**src/rtl/core/ffea_ram.sv**
```systemverilog
// Generic single-write, single-read RAM with a registered, enabled read port.
// No dependencies.
module ffea_ram #(
  parameter int WIDTH = 64,
  parameter int DEPTH = 16
) (
  input  logic                     clk,
  input  logic                     we,
  input  logic [$clog2(DEPTH)-1:0] waddr,
  input  logic [WIDTH-1:0]         wdata,
  input  logic                     re,
  input  logic [$clog2(DEPTH)-1:0] raddr,
  output logic [WIDTH-1:0]         rdata
);

  logic [WIDTH-1:0] mem [DEPTH];

  always_ff @(posedge clk) begin
    if (we) begin
      mem[waddr] <= wdata;
    end
    if (re) begin
      rdata <= mem[raddr];
    end
  end

endmodule

```
**config.mk**
```make
export PLATFORM = sky130hd
export DESIGN_NAME = ffea_ram
export DESIGN_NICKNAME = d
export VERILOG_FILES = /design/src/rtl/core/ffea_ram.sv
export SDC_FILE = /design/constraint.sdc
export NUM_CORES = 1
export LEC_CHECK = 0
export BUFFER_PORTS_ARGS = -buffer_cell sky130_fd_sc_hd__buf_2
export CAP_MARGIN = 20
export CORE_MARGIN = 5
export CORE_UTILIZATION = 48
export DETAILED_ROUTE_END_ITERATION = 7
export HOLD_SLACK_MARGIN = 0.02
export PLACE_DENSITY = 0.64
export REMOVE_ABC_BUFFERS = 1
export SLEW_MARGIN = 20
export SYNTH_ARGS = -nofsm -noshare
export SYNTH_HDL_FRONTEND = slang
export SYNTH_SLANG_ARGS = --single-unit
```
**constraint.sdc**
```tcl
create_clock -name clk -period 6.3 [get_ports clk]
set_input_delay 1.26 -clock clk [delete_from_list [all_inputs] [get_ports clk]]
set_output_delay 1.26 -clock clk [all_outputs]
set_load 0.005 [all_outputs]
```
==> impl_metrics.csv <==
group,metric,value,unit
run_status,outcome,"finished clean",
critical_path,rrSetupSlack,4610,ps
synth,syn_inst,1647,
critical_path,r2r-end,"rdata[7]$_DFFE_PP_",
critical_path,crit_arrival,3270,ps
critical_path,end_kind,"flip-flop",
critical_path,start_kind,"primary input",
worst_hold_path,hold_end,"rdata[29]$_DFFE_PP_",
layout,final_area,0.0457,mm²
timing,setup_ws,3320,ps
synth,synthTopCellsByArea,"edfxtp_1, mux4_2, a22oi_1, nand2_1, buf_6",
synth,ys_warn_count,0,
worst_hold_path,holdPathStages,3,
timing,drv_slew,0,
clocking,cts_num_sinks,1088,
timing,fin_crit,2980,ps
timing,worst_pin_slew,1120,ps
timing,max-slew-margin-rel,0.254,
route,ant_nets,0,
route,drt_iter0_drc,1784,
placement,place_ws,2590,ps
global_route,globalRoute.totalOverflow,0,
clocking,clk_path_buf_depth,3,
clocking,cts_root_buf,"clkbuf_16",
timing,period_share,0.474,
layout,syn_to_final_growth,13.6,%
clocking,cts_resized,0,
timing,rsz0062_at_grt,"no",
synth,yosysUniqueCellTypes,17,
route,wirelength,87300,µm
timing,setup_viol,0,
route,drt-pass1-iter-count,5,
job,drv_cap,0,
critical_path,critPathMaxFanout,35,
clocking,cts_setup_buffers,0,
floorplanning,fp.dieH,299,µm
clocking,cts_buffers,107,
global_route,grt_pass1_wl,131000,µm
route,drc,0,
worst_hold_path,min_from,"mem[14][29]$_DFFE_PP_",
clocking,cts_htree_levels,3,
floorplanning,io_pins,139,
clocking,cts_tree,"done",
placement,dp_hpwl,45200,µm
placement,io_buffers,138,
synth,seq_area_frac_synth,0.812,
placement,placed_area,0.0424,mm²
layout,nFillCells,6102,
pwr,p_leak,14.5,nW
synth,yosys.area.top_type,"edfxtp_1",
timing,hold_viol,0,
synth,avgSynthCellArea,24.4,µm²
route,routedWlPerCell,28.9,µm
timing,skew,25.5,ps
floorplanning,core,0.0834,mm²
pwr,peakVddDrop,0.230,mV
worst_hold_path,hold_class,"reg -> reg",
critical_path,reg2reg_depth,3,
synth,synth_seq_cells,1088,
floorplanning,die_area,0.0897,mm²
clocking,cts.clk_slew.worst_paths,60,ps
route,num_vias,18000,
timing,fmax,335,MHz
floorplanning,fp.dieW,299,µm
floorplanning,rows,106,
global_route,antenna_found_initial,6,
clocking,cts_hold_buf,0,
synth,netlist_area,0.0402,mm²
pwr,power_density,325,mW/mm²
layout,final_layout_size_suffix_gt1_frac,0.306,
critical_path,worstPathRequired,6590,ps
placement,gp_congestion,0.738,
clocking,clkLatencyLatePin,670,ps
critical_path,path_class,"in -> reg",
layout,fin_nets,1926,
global_route,grt_pass1_vias,19100,
timing,fin_tns_setup,0,ps
floorplanning,initial_core_util,0.482,
critical_path,rr_startpoint,"mem[3][7]$_DFFE_PP_",
global_route,track_usage,0.196,
synth,synth_top_area_frac,0.812,
route,via_per_inst,5.97,
global_route,grt_max_degree,98,
[cells by family (layout without fill, tap and decap cells)]
group,Yosys count,after routing,synth area share
other cells,0,4,0
buf+inv,84,375,0.0112
compound gates,128,128,0.0239
flops,1088,1088,0.812
mux,256,256,0.143
simple gates,91,91,0.00927
[worst max-delay path, stage by stage]
cell and delay, ps:
buf_2 120, or3b_2 580, nor3_2 640, buf_4 640
[placed cells by master, fill, tap and decap left out, drive strengths merged, types with 2 or more instances in the layout]
master	netlist	routed
nor3	4	4
nor2	13	13
a22oi	128	128
nand2	65	65
nor2b	2	2
clkbuf	36	131
bufinv	0	5
buf	48	179
mux4	256	256
nand3b	2	2
nand2b	2	2
diode	0	4
inv	0	6
edfxtp	1088	1088
clkinv	0	53
[cell usage after synthesis]
cell,count
nand3_1,1
nor3_1,4
mux4_2,256
buf_1,16
nand2_1,65
and2_1,1
buf_4,6
nor2_1,13
edfxtp_1,1088
nand3b_1,2
or3b_2,1
clkbuf_1,36
buf_2,13
buf_6,13
nor2b_1,2
nand2b_1,2
a22oi_1,128
[stage by stage]
step	std cells	utilization	hold WS, ps	total power [mW]
2_1_floorplan	1563	-	710	8.66
3_5_place_dp	2822	0.508	730	9.06
5_1_grt	3019	0.548	750	15.4
3_3_place_gp	2822	0.508	727	9.04
6_report	3022	0.548	722	14.9
4_1_cts	3018	0.548	729	15.0
[layout make-up]
type                       count  area [µm²]  area share
antenna                        4        10.0    0.000219
clock buffer                 131        2790      0.0610
clock inverter                65         493      0.0108
multi-input combinational    475        7230       0.158
sequential                  1088       32700       0.715
tap                         1080        1350      0.0296
timing repair buffer         179        1140      0.0249
[worst max-delay path by stage]
stage                         from                  end  slack [ps]
after floorplan           waddr[2]  mem[0][0]$_DFFE_PP_        -390
after global placement    raddr[0]  rdata[15]$_DFFE_PP_        2590
after detailed placement  raddr[0]  rdata[18]$_DFFE_PP_        2590
after CTS                 raddr[0]  rdata[18]$_DFFE_PP_        3300
after global routing      raddr[0]  rdata[19]$_DFFE_PP_        3120
final                     waddr[2]  mem[0][2]$_DFFE_PP_        3320
[sequential cells by signal, indices dropped and copies added (netlist names)]
| name | flops |
|---|---|
| rdata | 64 |
| mem | 1024 |
[metal layers]
layer | global-route usage | wire length [µm] | up-vias
li1 | - | - | 7537
met1 | 0.274 | 35500 | 9792
met2 | 0.334 | 45300 | 608
met3 | 0.0290 | 5100 | 97
met4 | 0.0453 | 1490 | 2
met5 | 0 | 13 | -
[where the power goes]
group	total, mW	switching, mW	internal, mW
registers	8.21	0.0543	8.16
clock network	5.98	2.62	3.35
logic	0.681	0.408	0.273
No activity file was read; power rests on OpenSTA's default activity.
